File: config.mk
export PLATFORM = sky130hd
export DESIGN_NAME = rmth_sift
export DESIGN_NICKNAME = d
export VERILOG_FILES = /design/src/rtl/assert_macros.svh /design/src/rtl/rmth_pkg.sv /design/src/rtl/rmth_sift.sv
export SDC_FILE = /design/constraint.sdc
export NUM_CORES = 1
export LEC_CHECK = 0
export BUFFER_PORTS_ARGS = -buffer_cell sky130_fd_sc_hd__buf_2
export CAP_MARGIN = 25
export CORE_MARGIN = 2
export CORE_UTILIZATION = 59
export CTS_BUF_LIST = sky130_fd_sc_hd__clkbuf_8 sky130_fd_sc_hd__clkbuf_16
export DETAILED_ROUTE_END_ITERATION = 7
export HOLD_SLACK_MARGIN = 0.15
export PLACE_DENSITY_LB_ADDON = 0.08
export SLEW_MARGIN = 20
export SYNTH_ARGS = -nofsm -noshare
export SYNTH_HDL_FRONTEND = slang
export SYNTH_SLANG_ARGS = --single-unit
File: constraint.sdc
create_clock -name clk_i -period 6.55 [get_ports clk_i]
set_clock_uncertainty 0.15 [all_clocks]
set_input_delay 0.3275 -clock clk_i [delete_from_list [all_inputs] [get_ports clk_i]]
set_output_delay 0.3275 -clock clk_i [all_outputs]
set_load 0.1 [all_outputs]
File: src/rtl/assert_macros.svh
// Assertion helpers shared by the RTL. Synthesis builds see empty bodies.
`ifndef ASSERT_MACROS_SVH
`define ASSERT_MACROS_SVH
`ifndef SYNTHESIS
// Checked on every clock edge outside reset.
`define RMTH_ASSERT(lbl, prop) \
  lbl: assert property (@(posedge clk_i) disable iff (!rst_ni) prop) \
    else $error("rmth assertion failed");
// Checked on every clock edge, reset included.
`define RMTH_ASSERT_ALWAYS(lbl, prop) \
  lbl: assert property (@(posedge clk_i) prop) \
    else $error("rmth assertion failed");
`else
`define RMTH_ASSERT(lbl, prop)
`define RMTH_ASSERT_ALWAYS(lbl, prop)
`endif
`endif

File: src/rtl/rmth_pkg.sv
package rmth_pkg;

  localparam int unsigned SampleW = 16;
  localparam int unsigned Capacity = 1024;
  localparam int unsigned HalfCap = Capacity / 2;
  localparam int unsigned AddrW = $clog2(HalfCap);
  localparam int unsigned CountW = AddrW + 1;

  typedef logic signed [SampleW-1:0] sample_t;
  typedef logic [AddrW-1:0] addr_t;
  typedef logic [CountW-1:0] count_t;

  // One heap operation handed to the sift engine.
  typedef struct packed {
    logic    is_pop;
    logic    is_max;
    sample_t value;
    count_t  count;
  } heap_cmd_t;

  // Single-port memory access issued by the sift engine.
  typedef struct packed {
    logic    en;
    logic    we;
    addr_t   addr;
    sample_t wdata;
  } mem_req_t;

  // True when a belongs above b: max-heap if is_max, else min-heap.
  function automatic logic above(sample_t a, sample_t b, logic is_max);
    return is_max ? (a > b) : (a < b);
  endfunction

endpackage

File: src/rtl/rmth_sift.sv
module rmth_sift (
  input  logic               clk_i,
  input  logic               rst_ni,
  input  logic               cmd_valid_i,
  input  rmth_pkg::heap_cmd_t cmd_i,
  input  rmth_pkg::sample_t  rdata_i,
  output rmth_pkg::mem_req_t mem_o,
  output logic               done_o
);

  typedef enum logic [6:0] {
    E_IDLE   = 7'b0000001,
    E_UP_RD  = 7'b0000010,
    E_UP_CMP = 7'b0000100,
    E_PO_GET = 7'b0001000,
    E_DN_RD  = 7'b0010000,
    E_DN_RDR = 7'b0100000,
    E_DN_CMP = 7'b1000000
  } eng_state_e;

  eng_state_e         state_q, state_d;
  rmth_pkg::addr_t    idx_q, idx_d;
  rmth_pkg::count_t   n_q, n_d;
  rmth_pkg::sample_t  val_q, val_d;
  rmth_pkg::sample_t  left_q, left_d;
  logic               is_max_q, is_max_d;

  rmth_pkg::count_t   child_l;
  rmth_pkg::count_t   child_r;
  rmth_pkg::addr_t    parent;
  rmth_pkg::sample_t  best;
  rmth_pkg::addr_t    best_idx;
  logic               use_right;

  assign child_l = {idx_q, 1'b1};
  assign child_r = child_l + rmth_pkg::count_t'(1);
  assign parent  = (idx_q - rmth_pkg::addr_t'(1)) >> 1;
  assign use_right = (child_r < n_q) && rmth_pkg::above(rdata_i, left_q, is_max_q);
  assign best      = use_right ? rdata_i : left_q;
  assign best_idx  = use_right ? child_r[rmth_pkg::AddrW-1:0]
                               : child_l[rmth_pkg::AddrW-1:0];

  always_comb begin
    state_d  = state_q;
    idx_d    = idx_q;
    n_d      = n_q;
    val_d    = val_q;
    left_d   = left_q;
    is_max_d = is_max_q;
    mem_o    = '0;
    done_o   = 1'b0;
    unique case (state_q)
      E_IDLE: begin
        if (cmd_valid_i) begin
          is_max_d = cmd_i.is_max;
          val_d    = cmd_i.value;
          if (cmd_i.is_pop) begin
            n_d = cmd_i.count - rmth_pkg::count_t'(1);
            if (n_d == '0) begin
              done_o = 1'b1;
            end else begin
              mem_o.en   = 1'b1;
              mem_o.addr = n_d[rmth_pkg::AddrW-1:0];
              state_d    = E_PO_GET;
            end
          end else begin
            idx_d   = cmd_i.count[rmth_pkg::AddrW-1:0];
            state_d = E_UP_RD;
          end
        end
      end
      E_UP_RD: begin
        mem_o.en = 1'b1;
        if (idx_q == '0) begin
          mem_o.we    = 1'b1;
          mem_o.addr  = '0;
          mem_o.wdata = val_q;
          done_o      = 1'b1;
          state_d     = E_IDLE;
        end else begin
          mem_o.addr = parent;
          state_d    = E_UP_CMP;
        end
      end
      E_UP_CMP: begin
        mem_o.en   = 1'b1;
        mem_o.we   = 1'b1;
        mem_o.addr = idx_q;
        if (rmth_pkg::above(val_q, rdata_i, is_max_q)) begin
          mem_o.wdata = rdata_i;
          idx_d       = parent;
          state_d     = E_UP_RD;
        end else begin
          mem_o.wdata = val_q;
          done_o      = 1'b1;
          state_d     = E_IDLE;
        end
      end
      E_PO_GET: begin
        val_d   = rdata_i;
        idx_d   = '0;
        state_d = E_DN_RD;
      end
      E_DN_RD: begin
        mem_o.en = 1'b1;
        if (child_l >= n_q) begin
          mem_o.we    = 1'b1;
          mem_o.addr  = idx_q;
          mem_o.wdata = val_q;
          done_o      = 1'b1;
          state_d     = E_IDLE;
        end else begin
          mem_o.addr = child_l[rmth_pkg::AddrW-1:0];
          state_d    = E_DN_RDR;
        end
      end
      E_DN_RDR: begin
        // The right child may lie past the end; it is then ignored.
        left_d     = rdata_i;
        mem_o.en   = 1'b1;
        mem_o.addr = child_r[rmth_pkg::AddrW-1:0];
        state_d    = E_DN_CMP;
      end
      E_DN_CMP: begin
        mem_o.en   = 1'b1;
        mem_o.we   = 1'b1;
        mem_o.addr = idx_q;
        if (rmth_pkg::above(best, val_q, is_max_q)) begin
          mem_o.wdata = best;
          idx_d       = best_idx;
          state_d     = E_DN_RD;
        end else begin
          mem_o.wdata = val_q;
          done_o      = 1'b1;
          state_d     = E_IDLE;
        end
      end
      default: state_d = E_IDLE;
    endcase
  end

  always_ff @(posedge clk_i or negedge rst_ni) begin
    if (!rst_ni) begin
      state_q <= E_IDLE;
    end else begin
      state_q <= state_d;
    end
  end

  always_ff @(posedge clk_i) begin
    idx_q    <= idx_d;
    n_q      <= n_d;
    val_q    <= val_d;
    left_q   <= left_d;
    is_max_q <= is_max_d;
  end

endmodule

Word level (Yosys, flattened, before mapping)
Cells that the tools add are included.
- register bits after elaboration: 59
- logic and storage cells: 85
- input port bits: 47
- multiplexer cells: 44
- reductions and logical operators: 12
- equality and inequality tests: 12
- $add $sub $neg: 3
- order comparisons: 8
- operators with widths (cell ; count):
    two-way mux 16 bit ; 6
    two-way mux 9 bit ; 9
    one-hot mux 16 bit (4 select lines) ; 1
    one-hot mux 7 bit (7 select lines) ; 1
    > comparator 16 bit ; 3
    less-than comparator 16 bit ; 3
    one-hot mux 9 bit (5 select lines) ; 1
    one-hot mux 9 bit (4 select lines) ; 1
    one-hot mux 16 bit (2 select lines) ; 1
    two-way mux 7 bit ; 3
    two-way mux 1 bit ; 13
    adder 10 x 1 -> 10 bit (second input constant) ; 1
    greater-or-equal comparator 10 bit ; 1
    logical NOT 10 bit ; 1
    less-than comparator 10 bit ; 1
    subtractor 10 x 1 -> 10 bit (second input constant) ; 1
    logical NOT 9 bit ; 1
    subtractor 9 x 1 -> 9 bit (second input constant) ; 1
    two-way mux 8 bit ; 1
    != test 2 bit (second input constant) ; 4
    equality test 7 x 1 -> 1 bit (second input constant) ; 1
    equality test 7 x 2 -> 1 bit (second input constant) ; 1
    equality test 7 x 3 -> 1 bit (second input constant) ; 1
    equality test 7 x 4 -> 1 bit (second input constant) ; 1
    19 further kinds ; 21

Depth between registers and ports, before layout
Gate-level depths: netlist (run 1).
- word-level depth: 8
- depth in mapped cells: 26
- mapped depth without buffers: 22

Least setup slack after synthesis (run 1)
Ideal clock, no wire load.
- path kind: reg2out
- start: reg idx_q[2]
- end: out mem_o[0] (netlist bit)
- data required time: 6.073 ns
- stages on the path, launching flop included: 26
- slack: -0.385 ns
- arrival: 6.458 ns
- cell sequence: edfxtp_1 -> clkbuf_1 -> and3_1 -> and3_1 -> nand3_1 -> xnor2_1 -> ha_1 -> o2111ai_1 -> a21oi_1 -> o31a_1 -> nor2_1 -> and2_1 -> buf_6 -> clkbuf_1 -> o21ai_0 -> ha_1 -> nand4_1 -> nor4_2 -> o21ai_1 -> and4_1 -> a211oi_1 -> o21ai_1 -> and4b_1 -> buf_6 -> buf_6 -> o221ai_1
- RTL lines (what ; RTL line ; RTL):
    from (decl) ; rmth_sift.sv:22 ; rmth_pkg::addr_t idx_q, idx_d;
    from (signal assigned) ; rmth_sift.sv:151 ; idx_q <= idx_d;
    to (decl) ; rmth_sift.sv:7 ; output rmth_pkg::mem_req_t mem_o,

==> impl_metrics.ini, run 1 <==
[status]
outcome = finished, final reports clean

[global_routing]
antenna_found_initial = 0
grtUsageTotal_pct = 31.9
grt.overflow.total = 0
grt_pass1_wl_um = 25100
grt_pass1_vias = 5123
grt_max_degree = 37

[timing]
fin_tns_setup_ns = 0
period_share_pct = 94.3
period_needed_ns = 6.18
worst_pin_slew_ns = 0.953
hold_ws_ns = 0.165
relSlewSlack_pct = 36.1
max_freq_ghz = 0.162
setup_violations = 0
maxSlewViolCount = 0
hold_viol = 0

[worst_setup_path]
end_kind = output pin
start_kind = primary input
r2r_cells = 21
timing.rr.end = idx_q[3]$_DFFE_PP_
crit_arrival_ns = 5.70
crit_fanout = 27
worst-r2r-setup-slack_ns = 1.16
crit_type = primary input to output pin
crit_required_ns = 6.07
r2r-start = idx_q[1]$_DFFE_PP_

[clock_network]
cts_tree = done
clkSlewWorstSetupHoldPaths_ns = 0.08
clockBufferDepth = 2
htree_num_levels = 3
cts_root_buffer = clkbuf_8
insertion_delay_ns = 0.35
numCtsBuffers = 9
cts_sinks = 59

[detailed_routing]
wl_per_cell_um = 18.8
drtPass1Iterations = 5
wl_um = 15700
ant_nets = 0
vias = 5189
drt-vias-per-instance = 6.18
drc = 0
drtIter0Drc = 260

[logic_synthesis]
yosys_warnings = 0
yosysTopAreaCell = edfxtp_1
synth_cell_types = 72
synth_area_um2 = 5520
synth_most_common_cell = nand2_1
avgSynthCellArea_um2 = 9.00
synth.area.top_cells = edfxtp_1 (28%), ha_1 (16%), nand2_1 (5.0%)
synth-seq-area-share_pct = 31.5
yosys-top-cells-count = nand2_1 (74), inv_1 (73), ha_1 (71)
syn_nets = 731
synth_edf_count = 52
postSynthCellCount = 613
synth_top_area_share_pct = 28.3
synth_flop_cell = edfxtp_1
async_flop_share_pct = 11.9
synth-seq-cells = 59

[power_and_ir_drop]
pwr-share-clk_pct = 17.8
powerDensity_nw_per_um2 = 321
comb_power_share_pct = 54.6
p_switching_mw = 1.05
seqPwrFrac_pct = 27.6
p_leak_nw = 3.12
ir_drop_v = 0.000256
p_int_mw = 1.16
p_sw_share_pct = 47.3

[floorplan]
ios = 75
start_util_pct = 60.3
fp.dieW_um = 101
die_y_um = 101
coreArea_um2 = 9150
core.rowCount = 35
dieArea_um2 = 10100

[final_layout]
fin_util_pct = 75.2
drive_gt1_share_pct = 19.5
syn_to_final_growth_pct = 24.8
nNetsFinal = 841
antenna_cells = 0

[place]
dp_hpwl_um = 11800
gp_congestion = 0.891
io_buffers = 74

[flow_run]
max-cap-violations = 0

[min_path]
hold_path_class = primary input to async pin
[cells by family (layout without fill, tap and decap cells)]
logic type	Yosys count	count (layout)	share of synthesized area, %
muxes	6	6	1.09
xor gates and xnor gates	27	27	4.29
and+or+nand+nor	207	207	20.7
AOI/OAI and AO/OA	144	144	19.0
DFF	59	59	31.5
buffers and inverters	99	214	7.35
adders and majority gates	71	71	16.1
[cell type report]
cell class                      count  area [um2]
Inverter                           74         278
Tap cell                          111         139
Clock buffer                       11         151
Timing Repair Buffer              124        1100
Sequential cell                    59        1740
Clock inverter                      5        76.3
Multi-Input combinational cell    455        3400
Fill cell                         687        2270
[critical path: stages]
cell,delay [ns]
dlygate4sd3_1,0.54
buf_2,0.15
ha_1,0.38
nand4_2,0.18
or3_1,0.42
a21oi_2,0.19
nor4_1,0.11
nor3_4,0.33
and2_1,0.19
buf_6,0.21
buf_4,0.20
nand2_1,0.07
o21ai_0,0.09
ha_1,0.27
nand4_1,0.15
nor2_1,0.07
a211oi_1,0.28
a31oi_1,0.18
a211oi_2,0.30
o21ai_1,0.13
and4b_4,0.23
buf_12,0.16
o221ai_1,0.29
buf_12,0.22
[how the worst max path moves through the flow]
stage / slack [ns] / startpoint / cells past startpoint / end
after floorplan: -0.24 / idx_q[2]$_DFFE_PP_ / 24 / mem_o[10]
after global placement: 0.36 / idx_q[0]$_DFFE_PP_ / 25 / mem_o[12]
after detailed placement: 0.22 / idx_q[0]$_DFFE_PP_ / 24 / mem_o[15]
after CTS: 0.07 / rdata_i[15] / 23 / mem_o[15]
after global routing: -0.04 / idx_q[1]$_DFFE_PP_ / 26 / mem_o[5]
final: 0.37 / rdata_i[15] / 24 / mem_o[5]
[power by group through the flow]
stage / sequential, mW / combinational (mW) / clock (mW)
5_1_grt: 0.621 / 1.31 / 0.411
6_report: 0.611 / 1.21 / 0.393
3_3_place_gp: 0.612 / 1.11 / 0
2_1_floorplan: 0.563 / 0.893 / 0
4_1_cts: 0.607 / 1.17 / 0.394
3_5_place_dp: 0.615 / 1.14 / 0
[metal layers]
layer	global-route usage, %	vias up	part of all wire (%)
li1	-	2464	-
met1	38.1	2435	41
met2	54.8	240	49
met3	4.44	50	6.1
met4	17.9	0	4.1
met5	0	-	0
[through the flow]
step           cell area [um2]  instances  power [mW]  setup WS [ns]
4_1_cts                   6780        831        2.17         0.0674
6_report                  6890        839        2.21          0.370
3_5_place_dp              6210        781        1.76          0.221
2_1_floorplan             5520        613        1.46         -0.242
5_1_grt                   6890        839        2.35        -0.0363
3_3_place_gp              6210        781        1.72          0.364
[state kept, by name, indices dropped and copies added, names as in the netlist]
register	cells
val_q	16
idx_q	9
state_q	7
n_q	10
left_q	16
is_max_q	1
[cell usage in the layout, fill, tap and decap left out, types with 12 or more instances in the layout]
master and count:
a21oi_1 28, buf_4 13, buf_2 58, o221ai_2 12, nand2_1 74, inv_1 74, ha_1 71, o221ai_1 12
buf_12 18, xnor2_1 12, nand3_1 30, xor2_1 15, o21ai_0 39, edfxtp_1 52, nor2_1 19, dlygate4sd3_1 34
[what timing repair did]
item | 4_1_cts | 5_1_grt
gates resized for setup | 1 | 5
buffers inserted | 0 | 8
hold buffers | 34 | 0
endpoints found under the setup margin | 17 | 17
hold endpoints to repair | 40 | 0
pin swaps | 0 | 4
(Power assumes the default switching activity.)
==> run 2, diff against run 1 <==
- CAP_MARGIN: 25 -> unset
- CORE_ASPECT_RATIO: unset -> 0.7
==> run 2 against run 1 <==
Clock-buffer cell count down 2. Sequential cell count unchanged. Register-to-register slack worse by 0.13 ns. Worst setup slack worse by 0.15 ns. Total power up 4.1%. Global-route usage up 3.7 points. Utilization up 1.1 points. Wire length up 14%. Combinational power about the same. Highest routed layer unchanged. Non-clock buffer count down 4. First-iteration DRC count rose to 2.6 times the previous value. Hold slack worse by 0.0082 ns.
==> impl_metrics.ini, run 2 (synthesis gave the netlist of run 1 again) <==
[detailed_routing]
ant_nets = 0
wl_met3_um = 2190
drc = 0
drt-vias-per-instance = 6.39
wl_per_cell_um = 21.1
met2_length_um = 6950
vias = 5420
top_layer_used = met4
drtPass1Iterations = 5
drtIter0Drc = 667
wl_um = 17900
wl_met1_um = 8520

[timing]
period_needed_ns = 6.33
fin_tns_setup_ns = 0
hold_ws_ns = 0.156
maxSlewViolCount = 0
worst_pin_slew_ns = 0.841
period_share_pct = 96.7
relSlewSlack_pct = 43.6
max_freq_ghz = 0.158
setup_violations = 0
hold_viol = 0

[final_layout]
reg_top3 = left_q x16, val_q x16, n_q x10
nNetsFinal = 837
fin_util_pct = 76.4
antenna_cells = 0
drive_gt1_share_pct = 19.2
layout.cells.most_common_list = nand2_1 (74), inv_1 (73), ha_1 (71), buf_2 (58), edfxtp_1 (52)
syn_to_final_growth_pct = 25.5
final_common_cell = nand2_1

[worst_setup_path]
start_kind = flip-flop
crit_buf_inv = 4
crit_type = flip-flop to output pin
cp_top_family = compound AO/OA/AOI/OAI gates
cp_slowest_cell = a2111oi_1
end_kind = output pin
worst_path_most_repeated_cell = ha_1
crit_required_ns = 6.07
crit_chain = inv_1, ha_1, ha_1, a2111oi_1, a21oi_1, o31a_1, nor2_1, and2_1, buf_6, o21ai_0, ha_1, nand4_1, nor4_2, o21ai_1, and4_1, a211oi_2, o21ai_1, and4b_1, buf_12, o221ai_1, buf_12
crit_fanout = 34
slowest_delay_ns = 0.58
crit_arrival_ns = 5.85

[place]
dp_hpwl_um = 13600
io_buffers = 74
gp_congestion = 0.999

[power_and_ir_drop]
p_leak_nw = 3.12
powerDensity_nw_per_um2 = 332
power_mw = 2.30
ir_drop_v = 0.000270

[clock_network]
numCtsBuffers = 9
clkSlewWorstSetupHoldPaths_ns = 0.05
cts_sinks = 59
insertion_delay_ns = 0.34
htree_num_levels = 3
clockBufferDepth = 2
cts_root_buffer = clkbuf_16
cts_tree = done

[status]
outcome = finished, final reports clean

[floorplan]
start_util_pct = 60.8
fp.dieW_um = 120
core.rowCount = 29
die_y_um = 84.9
ios = 75
coreArea_um2 = 9070
dieArea_um2 = 10200

[global_routing]
grt_pass1_vias = 5024
antenna_found_initial = 0
grtUsageTotal_pct = 35.6
grt_pass1_wl_um = 27500
grt_max_degree = 37
grt.overflow.total = 0

[flow_run]
max-cap-violations = 0

[min_path]
hold_path_class = primary input to flip-flop
## run 2: cell types whose count changed in the layout (fill, tap and decap cells not counted), sizes merged
cell / change
clkinv: +4
dlygate4sd3: -4
clkbuf: -2
bufinv: -1
inv: -1
## run 2: path summary, 6_finish.rpt
path,startpoint,slack (ns),end,cells after the start
setup / recovery,idx_q[0]$_DFFE_PP_,0.22,mem_o[5],21
hold / removal,cmd_i[11],0.16,val_q[1]$_DFFE_PP_,3
setup reg to reg,idx_q[0]$_DFFE_PP_,1.03,idx_q[0]$_DFFE_PP_,18
hold reg to reg,state_q[0]$_DFFE_PN1P_,0.59,state_q[0]$_DFFE_PN1P_,3
max in group asynchronous,rst_ni,5.82,state_q[0]$_DFFE_PN1P_,2
min in group asynchronous,rst_ni,0.20,state_q[4]$_DFFE_PN0P_,2
## run 2: final cells by class
| type | count | area, um2 |
|---|---|---|
| multi-input combinational | 455 | 3400 |
| fill | 624 | 2140 |
| sequential | 59 | 1740 |
| timing repair buffer | 120 | 1070 |
| inverter | 74 | 278 |
| clock buffer | 9 | 225 |
| tap | 124 | 155 |
| clock inverter | 7 | 58.8 |
## run 2: worst min-delay path, cell delays in order
cell and delay [ns]:
buf_2 0.08, nand2_1 0.04, o21ai_0 0.07
## run 2: routing by layer
layer  track usage, %  up-vias
met2             47.0      333
met3             9.14       22
met4             6.20        0
met5                0        -
met1             57.8     2602
li1                 -     2463
## run 2: per-stage QoR
step                      instance area (um2)  setup slack, ns  cells
after floorplan                          5520           -0.242    613
after global placement                   6220            0.577    792
after detailed placement                 6220            0.392    792
after CTS                                6800           0.0140    838
after global routing                     6930          -0.0220    848
final                                    6930            0.218    848
## run 2: what timing repair did
| item | CTS | global route |
|---|---|---|
| pin swaps | 1 | 2 |
| buffers inserted | 0 | 10 |
| hold endpoints to repair | 36 | 0 |
| hold buffers | 30 | 0 |
| endpoints found under the setup margin | 1 | 17 |
| resized for setup | 0 | 5 |
## run 2: where the power goes
group / internal (mW) / switching, mW
logic: 0.402 / 0.823
registers: 0.523 / 0.0839
clock network: 0.289 / 0.179
==> run 3, diff against run 2 <==
- ABC_AREA: unset -> 1
- CORE_UTILIZATION: 59 -> 60
==> run 3 against run 2 <==
Global-route usage is 1.2 points higher. Area after synthesis is 7.8% higher. Critical path type unchanged. Fmax is 4.0% higher. Wire length is 6.4% higher. Largest cell class unchanged. Clock-buffer cell count stayed put. Design area is 3.5% higher. Synthesized cell count is 29% higher. Critical path depth is 9 higher. Die area is 5.8% higher.
==> impl_metrics.ini, run 3 <==
[logic_synthesis]
synth_cell_types = 48
avgSynthCellArea_um2 = 7.55
yosysTopAreaCell = edfxtp_1
postSynthCellCount = 788
async_flop_share_pct = 11.9
synth-seq-area-share_pct = 29.2
synth_most_common_cell = nand2_1
synth_area_um2 = 5950
synth.area.top_cells = edfxtp_1 (26%), ha_1 (15%), nand2_1 (12%)
synth_flop_cell = edfxtp_1
yosys_warnings = 0
yosys-top-cells-count = nand2_1 (186), inv_1 (126), ha_1 (71)
syn_nets = 906
synth_edf_count = 52
synth-seq-cells = 59
synth_top_area_share_pct = 26.2

[timing]
rsz0062_at_grt = false
worst_pin_slew_ns = 0.998
period_needed_ns = 6.09
relSlewSlack_pct = 33.4
period_share_pct = 92.9
max_freq_ghz = 0.164
setup_violations = 0
hold_viol = 0
maxSlewViolCount = 0
fin_tns_setup_ns = 0

[clock_network]
insertion_delay_ns = 0.33
cts_sinks = 59
cts_root_buffer = clkbuf_16
numCtsBuffers = 9
clkSlewWorstSetupHoldPaths_ns = 0.06
clockBufferDepth = 2
cts_tree = done
htree_num_levels = 3

[floorplan]
coreArea_um2 = 9680
dieArea_um2 = 10700
core.rowCount = 30
die_y_um = 87.3
fp.dieW_um = 123
start_util_pct = 61.4
ios = 75

[detailed_routing]
vias = 6035
wl_per_cell_um = 18.6
wl_um = 19000
drtPass1Iterations = 6
ant_nets = 0
drc = 0
drtIter0Drc = 567
drt-vias-per-instance = 5.90

[worst_setup_path]
crit_type = flip-flop to output pin
end_kind = output pin
crit_fanout = 23
crit_required_ns = 6.07
cp_slowest_cell = edfxtp_1
worst_path_most_repeated_cell = nand2_1
slowest_delay_ns = 0.54
crit_arrival_ns = 5.61
start_kind = flip-flop

[min_path]
hold_path_class = primary input to flip-flop

[global_routing]
grt_pass1_vias = 5758
grt_pass1_wl_um = 29600
grt_max_degree = 36
grtUsageTotal_pct = 36.7
grt.overflow.total = 0
antenna_found_initial = 0

[final_layout]
reg_top3 = left_q x16, val_q x16, n_q x10
layout.cells.most_common_list = nand2_1 (186), inv_1 (126), ha_1 (71), buf_2 (57)
syn_to_final_growth_pct = 20.5
fillers = 738
antenna_cells = 0
design_area_um2 = 7170
drive_gt1_share_pct = 18.5
final_common_cell = nand2_1
nNetsFinal = 1008

[power_and_ir_drop]
ir_drop_v = 0.000341
p_leak_nw = 3.63
powerDensity_nw_per_um2 = 340

[place]
gp_congestion = 1.06
dp_hpwl_um = 13800
io_buffers = 74
placed_area_um2 = 6540

[flow_run]
max-cap-violations = 0

[status]
outcome = finished, final reports clean
-- run 3: cell type report --
class	count	area (um2)	share of cell area (%)
Multi-Input combinational cell	581	3600	50.2
Sequential cell	59	1740	24.2
Timing Repair Buffer	107	861	12.0
Inverter	132	495	6.91
Clock buffer	9	225	3.14
Tap cell	128	160	2.23
Clock inverter	7	92.6	1.29
-- run 3: metrics by stage --
| step | power, mW | utilization, % | hold WS [ns] | setup slack [ns] | cells |
|---|---|---|---|---|---|
| after floorplan | 1.54 | - | -0.118 | 1.45 | 788 |
| after global placement | 1.84 | 67.5 | 0.0196 | 1.13 | 977 |
| after detailed placement | 1.86 | 67.5 | 0.0209 | 0.858 | 977 |
| after CTS | 2.40 | 73.9 | 0.154 | 0.472 | 1023 |
| after global routing | 2.58 | 74.1 | 0.165 | 0.00217 | 1023 |
| final | 2.44 | 74.1 | 0.164 | 0.462 | 1023 |
-- run 3: what timing repair did --
action	in CTS	in global routing
buffers inserted	0	0
hold endpoints to repair	36	0
resized for setup	0	7
hold buffers	30	0
setup endpoints to repair	0	7
-- run 3: cells by family (layout without fill, tap and decap cells) --
group | count (synthesis) | in the layout | share of synthesized area [%]
xor gates and xnor gates | 17 | 17 | 2.76
adders and majority gates | 71 | 71 | 14.9
AOI/OAI and AO/OA | 87 | 87 | 8.77
and+or+nand+nor | 406 | 406 | 34.0
DFF | 59 | 59 | 29.2
buffers and inverters | 148 | 255 | 10.3
-- run 3: per-layer routing --
metal / track usage (%) / wire length (um) / part of all wire (%) / vias to the layer above
li1: - / - / - / 2838
met4: 7.85 / 198 / 1.0 / 0
met5: 0 / 0 / 0 / -
met1: 53.9 / 8500 / 45 / 2781
met2: 51.1 / 7760 / 41 / 381
met3: 13.9 / 2570 / 13 / 35
-- run 3: path summary, 6_finish.rpt --
path	from	end	slack [ns]	depth (start not counted)
max reg2reg	idx_q[2]$_DFFE_PP_	idx_q[7]$_DFFE_PP_	1.31	27
min in group asynchronous	rst_ni	state_q[1]$_DFFE_PN0P_	0.20	2
max	idx_q[2]$_DFFE_PP_	mem_o[0]	0.46	30
min	cmd_i[22]	val_q[12]$_DFFE_PP_	0.16	3
max in group asynchronous	rst_ni	state_q[0]$_DFFE_PN1P_	5.81	2
min reg2reg	state_q[6]$_DFFE_PN0P_	state_q[5]$_DFFE_PN0P_	0.54	3
-- run 3: worst max-delay path: cells and delay by family (launching register included) --
family | cells | cell delay (ns)
adder cells (fa/ha/maj) | 2 | 0.59
AO/OA/AOI/OAI | 1 | 0.07
flip-flops | 1 | 0.54
buffers and inverters | 5 | 0.98
XOR/XNOR | 1 | 0.18
AND/OR/NAND/NOR | 21 | 2.90
-- run 3: power by group --
part | internal (mW) | switching (mW) | total [mW]
sequential | 0.516 | 0.0862 | 0.602
clock | 0.331 | 0.185 | 0.516
combinational | 0.376 | 0.943 | 1.32
total | 1.22 | 1.21 | 2.44
